==> src/swp_divider.sv <==
// ----------------------------------------------------------------------------
// swp_divider
// Restoring divider, one quotient bit per cycle, 64-bit dividend.
// ----------------------------------------------------------------------------
module swp_divider (
    input  logic        aclk,
    input  logic        aresetn,
    input  logic        start,
    input  logic [63:0] dividend,
    input  logic [31:0] divisor,
    output logic        done,
    output logic [63:0] quotient
);

    logic [63:0] quot_reg;
    logic [32:0] rem_reg;
    logic [31:0] dsr_reg;
    logic [6:0]  bit_reg;
    logic        busy_reg;
    logic        done_reg;
    logic [32:0] trial;

    assign trial    = {rem_reg[31:0], quot_reg[63]};
    assign done     = done_reg;
    assign quotient = quot_reg;

    always_ff @(posedge aclk) begin
        if (!aresetn) begin
            busy_reg <= 1'b0;
            done_reg <= 1'b0;
            bit_reg  <= '0;
        end else begin
            done_reg <= 1'b0;
            if (start) begin
                quot_reg <= dividend;
                rem_reg  <= '0;
                dsr_reg  <= divisor;
                bit_reg  <= 7'd64;
                busy_reg <= 1'b1;
            end else if (busy_reg) begin
                if (trial >= {1'b0, dsr_reg}) begin
                    rem_reg  <= trial - {1'b0, dsr_reg};
                    quot_reg <= {quot_reg[62:0], 1'b1};
                end else begin
                    rem_reg  <= trial;
                    quot_reg <= {quot_reg[62:0], 1'b0};
                end
                bit_reg <= bit_reg - 7'd1;
                if (bit_reg == 7'd1) begin
                    busy_reg <= 1'b0;
                    done_reg <= 1'b1;
                end
            end
        end
    end

endmodule

==> config.mk <==
export PLATFORM = sky130hd
export DESIGN_NAME = swp_divider
export DESIGN_NICKNAME = d
export VERILOG_FILES = /design/src/swp_divider.sv
export SDC_FILE = /design/constraint.sdc
export NUM_CORES = 1
export LEC_CHECK = 0
export ABC_AREA = 1
export BUFFER_PORTS_ARGS = -buffer_cell sky130_fd_sc_hd__clkbuf_2
export CORE_MARGIN = 4
export CORE_UTILIZATION = 56
export DETAILED_ROUTE_END_ITERATION = 7
export GPL_ROUTABILITY_DRIVEN = 1
export PLACE_DENSITY = 0.88
export RECOVER_POWER = 50
export SLEW_MARGIN = 15
export SYNTH_ARGS = -nofsm -noshare
export SYNTH_HDL_FRONTEND = slang
export SYNTH_SLANG_ARGS = --single-unit
==> constraint.sdc <==
create_clock -name aclk -period 3.7 [get_ports aclk]
set_input_delay 0.185 -clock aclk [delete_from_list [all_inputs] [get_ports aclk]]
set_output_delay 0.185 -clock aclk [all_outputs]
set_load 0.01 [all_outputs]
==> summary.md, run 1 <==
| Metric | Value |
|---|---|
| Status | finished clean |
| Reg area | 4020 µm² |
| Setup TNS | 0 ns |
| FMAX | 0.371 GHz |
| CTS H-tree depth | 4 |
| Setup crit end | rem_reg[11] |
| Period Utilization, post-route | 72.8% |
| Drt initial violations | 552 |
| Multi-input logic area | 3610 µm² |
| Crit. End Element | flop |
| Area share of the largest cell type after synthesis | 45.6% |
| Syn_area_per_cell | 7.58 µm² |
| Mapped Cells | 1112 |
| DR vias | 7628 |
| Top-count cell post-synth | nand2_1 |
| DIE WIDTH | 131 µm |
| Drt wl/cell | 14.6 µm |
| Initial antenna violation count | 0 |
| R2R Setup Slk | 1.01 ns |
| Max FO, Critical Path | 30 |
| Dpl hpwl | 16000 µm |
| Hold Violations, Final | 0 |
| Clk_lat worst skew | 0.42 ns |
| R2R Path Start | rem_reg[17] |
| Clk buf depth | 2 |
| Vias in the first global route | 7413 |
| Worst Path Arrival | 2.87 ns |
| Warnings from Yosys | 0 |
| Critical Path Stages | 12 |
| Pwr Density | 483 nW/µm² |
| Slew margin rel. | 9.30% |
| Total congestion overflow | 0 |
| Pin count of the biggest net entering global routing | 62 |
| Number of synthesized flops with an enable pin | 128 |
| CTS tree | built |
| Syn_nets | 1246 |
| Area contributors post-synth | edfxtp_1, nand2_1, inv_1 |
| Startpoint Class | flop |
| Fillers | 1227 |
| Die area | 17100 µm² |
| Share of layout cells above drive strength 1 | 11.4% |
| # DRC | 0 |
| Vias/cell | 5.07 |
| CP top delay family | simple AND/OR/NAND/NOR gates |
| Leakage power | 5.16 nW |
| Post-CTS Resized | 0 |
| Sequential cell area fraction in the yosys report | 47.7% |
| DIE HEIGHT | 131 µm |
| Total CTS buffers | 17 |
| Nets | 1440 |
| Starting Density | 57.6% |
| Critical path launch point | rem_reg[17] |
| Final instance area | 10100 µm² |
| Crit path max-delay cell type | edfxtp_1 |
| Most used cell, CP | nor2_1 |
| Post-layout min period | 2.69 ns |
| RSZ-0062 raised after global routing | no |
| Worst Path Buf+Inv | 1 |
| Clk root buf | clkbuf_16 |
| Setup bufs post-CTS | 0 |
| GRT Total Usage | 26.5% |
| Cell Area, Placed | 9400 µm² |
| Setup Crit Path Kind | flop to flop |
| Post-synth top area cell | edfxtp_1 |
| Clk sink count | 137 |
| Mapped cell area | 8430 µm² |
| Post-synth cell types | 37 |
| CP max stage delay | 0.45 ns |
| Final-report setup violation count | 0 |
| HP Class | primary input to flop |
| Clock Skew | 0.00958 ns |
| # port buffers | 163 |
| Slew of the pin with the lowest slew margin | 1.36 ns |
| Ys flop type | edfxtp_1 |
| Reg2reg path depth | 12 |
| First-pass GRT wire length | 35000 µm |
| Top cells by count, synth | nand2_1, inv_1, edfxtp_1 |
| Placer congestion estimate | 0.979 |
| I/O Pins | 164 |
| Slew Viols, Final | 0 |
| Row count | 44 |
| PnR Total Power | 4.90 mW |
| Worst vdd ir | 0.352 mV |
| Total detailed-routing wirelength | 22000 µm |
| First-pass DRT Iterations | 5 |
| Syn-to-layout area delta | 20.4% |
| Max-Cap Viols | 0 |
| Clk slew on worst S/H paths | 0.06 ns |
| Worst path required time | 3.87 ns |
| Final ANT Viol Nets | 0 |
| Synthesized flop and latch total | 137 |
| Worst path cell trace | ha_1 -> nand2_1 -> nor2_1 -> nand2_1 -> nor2_1 -> nand2_1 -> nand2_2 -> nor2_4 -> nand2_4 -> inv_2 -> nor2_1 -> nor2_1 |
| Core area | 14600 µm² |
| Reg2reg end | rem_reg[11] |
| Asr flop ratio synth | 0% |
| Post-CTS Hold Fix Bufs | 32 |
| Number of flip-flops under the largest register name | 64 |
-- per-layer routing --
metal,global-route usage [%],up-vias,share of wire (%)
li1,-,3815,-
met3,6.10,49,7.8
met2,44.0,307,47
met4,11.3,0,3.0
met1,33.3,3457,42
met5,0,-,0
-- through the flow --
step / instances / worst slack, ns / util, % / hold slack [ns]
global route: 1503 / 0.932 / 69.3 / 0.0147
finish: 1504 / 1.01 / 69.3 / 0.0140
floorplan: 1112 / 0.757 / - / 0.284
global placement: 1439 / 1.15 / 64.2 / 0.362
CTS: 1503 / 1.04 / 69.9 / 0.00384
detailed placement: 1439 / 1.09 / 64.2 / 0.364
-- worst reg2reg max path, cell delays in order, from the launching register on --
cell and delay, ns:
edfxtp_1 0.45, ha_1 0.44, nand2_1 0.14, nor2_1 0.17
nand2_1 0.09, nor2_1 0.20, nand2_1 0.11, nand2_2 0.10
nor2_4 0.04, nand2_4 0.12, inv_2 0.27, nor2_1 0.23
nor2_1 0.07
-- where the power goes --
part / internal, mW / switching [mW]
registers: 1.90 / 0.0833
clock network: 0.855 / 0.667
logic: 0.489 / 0.908
-- area by class of cell --
| cell class | instances | area share (%) |
|---|---|---|
| Antenna cell | 1 | 0.0247 |
| Clock buffer | 21 | 4.34 |
| Clock inverter | 11 | 0.764 |
| Inverter | 175 | 6.47 |
| Multi-Input combinational cell | 773 | 35.6 |
| Sequential cell | 137 | 39.6 |
| Tap cell | 184 | 2.27 |
| Timing Repair Buffer | 202 | 10.9 |
-- kinds of logic (layout without fill, tap and decap cells) --
kind of cell    Yosys count  in the layout  synth area share (%)
flops                   137            137                  47.7
buf+inv                 202            409                  9.53
other cells               0              1                     0
simple gates            696            696                  34.2
compound gates           27             27                  1.71
xor+xnor                 15             15                  1.56
fa+ha+maj                35             35                  5.29
-- how the worst min path moves through the flow --
stage                 from  slack [ns]     endpoint  depth (start not counted)
2_1_floorplan   divisor[0]        0.28   dsr_reg[0]                          0
3_3_place_gp   divisor[31]        0.36  dsr_reg[31]                          1
3_5_place_dp    divisor[7]        0.36   dsr_reg[7]                          1
4_1_cts            aresetn       0.004   bit_reg[6]                          3
5_1_grt            aresetn        0.01   bit_reg[6]                          3
6_report           aresetn        0.01   bit_reg[6]                          3
-- placed cells by master, fill, tap and decap left out, drive strengths merged, types with 2 or more instances in the layout --
cell and count:
dfxtp 9, buf 5, dlygate4sd3 32, nor2 126, inv 177, o21ai 2, nand4 5, and3 2
nand3 29, ha 34, a21oi 21, nor3 9, and2 9, clkinvlp 5, nand3b 27, clkbuf 186
xor2 14, nand2 487, edfxtp 128, clkinv 4
Power figures use the tool's default switching activity.
==> run 2, diff against run 1 <==
--- a/config.mk
+++ b/config.mk
@@ -8,10 +8,10 @@
 export ABC_AREA = 1
 export BUFFER_PORTS_ARGS = -buffer_cell sky130_fd_sc_hd__clkbuf_2
 export CORE_MARGIN = 4
-export CORE_UTILIZATION = 56
+export CORE_UTILIZATION = 51
 export DETAILED_ROUTE_END_ITERATION = 7
 export GPL_ROUTABILITY_DRIVEN = 1
-export PLACE_DENSITY = 0.88
+export PLACE_DENSITY = 0.85
 export RECOVER_POWER = 50
 export SLEW_MARGIN = 15
 export SYNTH_ARGS = -nofsm -noshare
==> constraint.sdc (replaced) <==
create_clock -name aclk -period 2.2 [get_ports aclk]
set_input_delay 0.11 -clock aclk [delete_from_list [all_inputs] [get_ports aclk]]
set_output_delay 0.11 -clock aclk [all_outputs]
set_load 0.01 [all_outputs]
==> run 2 against run 1 <==
  * The flow now finishes with violations (setup timing)
  * Fmax grew 19%
  * Global-route usage grew 5.5 points
  * Sequential power grew 72%
  * Clock skew is essentially flat
  * Design area grew 23%
  * Power grew 97%
  * Critical endpoint is now rem_reg[9]
  * Largest power group is now combinational cells
==> summary.md, run 2 (same netlist as run 1, synthesis figures left out) <==
| Metric | Value |
|---|---|
| Drt wl/cell | 17.7 µm (+21%) |
| Clk_lat worst skew | 0.42 ns (about the same) |
| Number of flip-flops under the largest register name | 64 (unchanged) |
| Final instance area | 12500 µm² (+23%) |
| R2R Path Start | rem_reg[26] |
| Status | complete, but fails checks |
| Vias in the first global route | 9215 (+24%) |
| Die area | 18600 µm² (+9.2%) |
| Total CTS buffers | 17 (unchanged) |
| # port buffers | 163 (unchanged) |
| Slew of the pin with the lowest slew margin | 1.28 ns (-0.0804 ns) |
| # DRC | 0 (unchanged) |
| Final-report setup violation count | 26 (+26) |
| CTS tree | built |
| Crit. End Element | flop |
| Slew Viols, Final | 0 (unchanged) |
| Worst Path Arrival | 2.44 ns (-0.43 ns) |
| Max FO, Critical Path | 6 (-80%) |
| Commonest non-fill, non-tap cell in the layout | nand2_1 |
| Critical path launch point | rem_reg[26] |
| Worst hold start | dividend[59] |
| Pwr Density | 772 nW/µm² (+60%) |
| Clk sink count | 137 (unchanged) |
| Period Utilization, post-route | 103% (+30 points) |
| First-pass GRT wire length | 46100 µm (+32%) |
| Max-Cap Viols | 0 (unchanged) |
| Reg2reg path depth | 14 (+2) |
| Hold Violations, Final | 0 (unchanged) |
| Post-layout min period | 2.27 ns (-0.425 ns) |
| R2R Setup Slk | -0.07 ns (-1.07 ns) |
| Setup crit end | rem_reg[9] |
| Most frequent cells in the layout | nand2_1, inv_1, edfxtp_1 |
| Clk root buf | clkbuf_16 |
| Total detailed-routing wirelength | 30300 µm (+38%) |
| Starting Density | 52.5% (-5.1 points) |
| Worst setup margin | -0.0683 ns (-1.07 ns) |
| Post-route core utilization | 77.9% (+8.6 points) |
| RSZ-0062 raised after global routing | yes |
| Clock Skew | 0.00948 ns (-0.0000981 ns) |
| Vias/cell | 5.39 (+6.2%) |
| DIE HEIGHT | 137 µm (+4.5%) |
| Share of layout cells above drive strength 1 | 26.9% (+16 points) |
| Leakage power | 6.14 nW (+19%) |
| Drt initial violations | 916 (+66%) |
| Worst vdd ir | 0.618 mV (+75%) |
| HP Class | primary input to flop |
| Clk slew on worst S/H paths | 0.06 ns (about the same) |
| Clk buf depth | 2 (unchanged) |
| Worst path required time | 2.37 ns (-1.50 ns) |
| Cell Area, Placed | 10100 µm² (+7.8%) |
| Failing checks | setup timing |
| Slew margin rel. | 14.7% (+5.4 points) |
| Syn-to-layout area delta | 48.5% |
| Nets | 1615 (+12%) |
| I/O Pins | 164 (unchanged) |
| Core area | 16100 µm² (+9.7%) |
| Placer congestion estimate | 1.01 (+2.7%) |
| Initial antenna violation count | 0 (unchanged) |
| Dpl hpwl | 17800 µm (+11%) |
| FMAX | 0.441 GHz (+19%) |
| Total congestion overflow | 0 (unchanged) |
| First-pass DRT Iterations | 5 (unchanged) |
| Final ANT Viol Nets | 0 (unchanged) |
| DIE WIDTH | 137 µm (+4.5%) |
| Setup Crit Path Kind | flop to flop |
| Fillers | 938 (-24%) |
| GRT Total Usage | 32.0% (+5.5 points) |
| Startpoint Class | flop |
| Row count | 46 (+4.5%) |
| CTS H-tree depth | 4 (unchanged) |
| DR vias | 9198 (+21%) |
| Fin Hold WS | 0.0424 ns (+0.0284 ns) |
| Reg2reg end | rem_reg[9] |
| Pin count of the biggest net entering global routing | 66 (+6.5%) |
| Setup WS pre-CTS | -0.280 ns (-1.37 ns) |
## run 2: cell type report
type	count	area, µm²	area share (%)
Inverter	175	664	5.31
Sequential cell	137	4020	32.1
Tap cell	216	270	2.16
Multi-Input combinational cell	773	4240	33.9
Clock inverter	12	81.3	0.650
Antenna cell	1	2.50	0.0200
Timing Repair Buffer	377	2810	22.4
Clock buffer	17	425	3.40
## run 2: report_power, final
group          internal, mW  switching (mW)  total (mW)
clock network          1.41            1.12        2.53
logic                  1.67            2.06        3.73
registers              3.20           0.200        3.40
## run 2: what timing repair did
action | CTS | global route
endpoints found under the setup margin | 33 | 33
hold endpoints to repair | 96 | 0
hold buffers | 96 | 0
pin swaps | 25 | 27
resized for setup | 86 | 66
buffers inserted | 14 | 12
cloned | 3 | 1
## run 2: metal layers
layer  vias to the layer above  track usage (%)  wire length, µm
li1                       4179                -                -
met1                      4240             39.4            11400
met2                       662             53.9            14600
met3                       117             6.88             2950
met4                         0             14.9             1350
met5                         -                0                0
## run 2: worst min-delay path by stage
stage	cells after the start	to
5_1_grt	3	quotient[59]
2_1_floorplan	0	dsr_reg[0]
6_report	3	quotient[59]
3_3_place_gp	1	dsr_reg[2]
4_1_cts	3	quotient[59]
3_5_place_dp	1	dsr_reg[10]
## run 2: critical path: stages, from the launching register on
cell and delay [ns]:
edfxtp_1 0.44, ha_4 0.32, buf_4 0.13, nand2_4 0.06, nor2_4 0.10, nand3_2 0.11
nor2_2 0.14, nand2_2 0.08, nand2_2 0.10, nor2_4 0.05, nand2_4 0.10, inv_8 0.06
buf_16 0.15, nor2_1 0.13, nor2_1 0.06
## run 2: per-stage QoR
stage | TNS [ns] | instances | power [mW]
5_1_grt | -3.60 | 1707 | 10.1
3_5_place_dp | -5.03 | 1553 | 6.14
3_3_place_gp | -4.79 | 1553 | 6.06
4_1_cts | 0 | 1694 | 9.25
2_1_floorplan | 0 | 1112 | 5.01
6_report | -0.622 | 1708 | 9.66
==> run 3, diff against run 2 <==
--- a/config.mk
+++ b/config.mk
@@ -10,8 +10,7 @@
 export CORE_MARGIN = 4
 export CORE_UTILIZATION = 51
 export DETAILED_ROUTE_END_ITERATION = 7
-export GPL_ROUTABILITY_DRIVEN = 1
-export PLACE_DENSITY = 0.85
+export PLACE_DENSITY = 0.78
 export RECOVER_POWER = 50
 export SLEW_MARGIN = 15
 export SYNTH_ARGS = -nofsm -noshare
==> run 3 against run 2 <==
  * The run still ends with setup timing left
  * Power increased by 1.3%
  * Non-clock buffer count decreased by 7
  * Count of clock-buffer cells in the layout unchanged
  * Largest cell class unchanged
  * Register-to-register slack worse by 0.02 ns
  * Critical path type unchanged
==> summary.md, run 3 (same netlist as run 1, synthesis figures left out) <==
| Metric | Value |
|---|---|
| Status | complete, but fails checks |
| Failing checks | setup timing |
| Crit path max-delay cell type | edfxtp_1 |
| DR vias | 8977 (-2.4%) |
| I/O Pins | 164 (unchanged) |
| Combinational group share of total power | 37.1% (-1.5 points) |
| Met1 usage | 36.2% (-3.1 points) |
| Worst Path Arrival | 2.48 ns (+0.04 ns) |
| Max-Cap Viols | 0 (unchanged) |
| CP max stage delay | 0.37 ns (-0.07 ns) |
| R2R Path Start | dsr_reg[6] |
| Slew of the pin with the lowest slew margin | 1.28 ns (-0.000416 ns) |
| Worst vdd ir | 0.781 mV (+26%) |
| Setup TNS | -1.18 ns (-0.561 ns) |
| Post-layout min period | 2.29 ns (+0.0226 ns) |
| FMAX | 0.437 GHz (-0.99%) |
| CTS H-tree depth | 4 (unchanged) |
| Initial antenna violation count | 0 (unchanged) |
| # port buffers | 163 (unchanged) |
| Met2 Use GR | 52.0% (-1.9 points) |
| Final ANT Viol Nets | 0 (unchanged) |
| HP Class | primary input to flop |
| Number of flip-flops under the largest register name | 64 (unchanged) |
| Clk sink count | 137 (unchanged) |
| Worst path cell trace | inv_1 -> ha_4 -> nand2_1 -> buf_4 -> inv_1 -> a21oi_1 -> nand2_2 -> nand2_1 -> nand2_1 -> nand2_2 -> nand2_1 -> nand2_1 -> nand2_1 -> nor2_2 -> nor2_1 |
| Clk_lat worst skew | 0.44 ns (+0.02 ns) |
| Fillers | 1049 (+12%) |
| Share of layout cells above drive strength 1 | 24.9% (-1.9 points) |
| Final-report setup violation count | 30 (+15%) |
| First-pass GRT wire length | 43600 µm (-5.2%) |
| Dpl hpwl | 17200 µm (-3.4%) |
| Pwr Density | 787 nW/µm² (+1.9%) |
| Total congestion overflow | 0 (unchanged) |
| Most frequent cells in the layout | nand2_1, inv_1, edfxtp_1 |
| Crit. End Element | flop |
| Setup Crit Path Kind | flop to flop |
| Drt initial violations | 747 (-18%) |
| Clk slew on worst S/H paths | 0.07 ns (about the same) |
| R2R Setup Slk | -0.09 ns (-0.02 ns) |
| Total detailed-routing wirelength | 29100 µm (-4.0%) |
| Period Utilization, post-route | 104% (+1.0 points) |
| DIE WIDTH | 137 µm (unchanged) |
| Hold Violations, Final | 0 (unchanged) |
| Nets | 1608 (-0.43%) |
| Reg2reg end | rem_reg[27] |
| Max FO, Critical Path | 4 (-2) |
| First-pass DRT Iterations | 7 (+2) |
| RSZ-0062 raised after global routing | yes |
| Placed Cells | 1555 (+0.13%) |
| Vias/cell | 5.27 (-2.1%) |
| Switching fraction of total power | 35.7% (+0.70 points) |
| Grt peak-use layer | met2 |
| # DRC | 0 (unchanged) |
| Die area | 18600 µm² (unchanged) |
| Critical Path Stages | 15 (+1) |
| Syn-to-layout area delta | 47.6% |
| Total CTS buffers | 17 (unchanged) |
| Int Pwr | 6.30 mW (+0.22%) |
| Reg power frac | 34.5% (-0.6 points) |
| Vias in the first global route | 8941 (-3.0%) |
| Pin count of the biggest net entering global routing | 66 (unchanged) |
| Starting Density | 52.5% (unchanged) |
| Drt wl/cell | 17.1 µm (-3.7%) |
| Worst setup margin | -0.0908 ns (-0.0226 ns) |
| N_diodes | 0 (-1) |
| Worst path required time | 2.39 ns (+0.02 ns) |
| CP top delay family | simple AND/OR/NAND/NOR gates |
| Core area | 16100 µm² (unchanged) |
| Clk root buf | clkbuf_16 |
| Commonest non-fill, non-tap cell in the layout | nand2_1 |
| Slew Viols, Final | 0 (unchanged) |
| GRT Total Usage | 30.1% (-2.0 points) |
| GR Layer Usage met3 | 7.83% (+0.96 points) |
| Placer congestion estimate | 0.927 (-7.8%) |
| Post-route core utilization | 77.5% (-0.46 points) |
| Clock share of power | 28.4% (+2.2 points) |
| Non-filler cells, final | 1703 (-0.29%) |
| CTS tree | built |
| Most used cell, CP | nand2_1 |
| Leakage power | 6.07 nW (-1.3%) |
| Row count | 46 (unchanged) |
| Worst Path Buf+Inv | 3 (unchanged) |
| Reg2reg path depth | 15 (+1) |
| Critical path launch point | dsr_reg[6] |
| Clock Skew | 0.0102 ns (+0.000738 ns) |
| Startpoint Class | flop |
| Clk buf depth | 2 (unchanged) |
| Slew margin rel. | 14.7% (+0.028 points) |
| P_sw | 3.49 mW (+3.3%) |
| Setup crit end | rem_reg[27] |
| DIE HEIGHT | 137 µm (unchanged) |
-- run 3: cell count changes in the layout (fill, tap and decap cells not counted), sizes merged --
| cell | delta |
|---|---|
| clkinv | -1 |
| inv | +6 |
| dlygate4sd3 | +2 |
| clkbuf | +3 |
| clkinvlp | -2 |
| buf | -12 |
| diode | -1 |
-- run 3: metal layers --
metal | vias to the layer above | wire, µm
li1 | 4172 | -
met1 | 4152 | 11000
met2 | 536 | 14300
met3 | 117 | 2530
met4 | 0 | 1170
met5 | - | 0
-- run 3: worst min path at each step --
stage	startpoint	endpoint	slack [ns]	cells after the start
after global placement	divisor[3]	dsr_reg[3]	0.29	1
after CTS	divisor[4]	dsr_reg[4]	0.38	2
after floorplan	divisor[0]	dsr_reg[0]	0.21	0
after global routing	divisor[27]	dsr_reg[27]	0.39	2
after detailed placement	divisor[9]	dsr_reg[9]	0.29	1
final	divisor[15]	dsr_reg[15]	0.39	2
-- run 3: timing repair --
item | in CTS | in global routing
gates cloned | 0 | 3
resized for setup | 39 | 101
hold endpoints to repair | 98 | 0
setup buffers | 4 | 11
endpoints found under the setup margin | 33 | 33
pin swaps | 7 | 24
hold buffers | 98 | 0
-- run 3: through the flow --
step           instance area [µm²]  power, mW  setup WS (ns)  hold WS (ns)
6_report                     12400       9.79        -0.0908         0.388
5_1_grt                      12400       10.2         -0.194         0.391
4_1_cts                      12000       9.21        -0.0149         0.377
3_5_place_dp                 10100       6.11         -0.187         0.289
3_3_place_gp                 10100       6.05         -0.138         0.287
2_1_floorplan                 8430       5.01         0.0857         0.209
-- run 3: cell type report --
class                           instances  area [µm²]  area share [%]
Clock buffer                           17         425            3.42
Clock inverter                         15         136            1.10
Inverter                              175         664            5.34
Multi-Input combinational cell        773        4260            34.2
Sequential cell                       137        4020            32.3
Tap cell                              216         270            2.17
Timing Repair Buffer                  370        2660            21.4
-- run 3: power groups by stage --
stage	Clock [mW]	Sequential (mW)	Combinational (mW)
floorplan	0	3.40	1.61
global placement	0	3.37	2.69
detailed placement	0	3.37	2.74
CTS	2.79	3.35	3.07
global route	2.91	3.40	3.93
finish	2.78	3.38	3.63
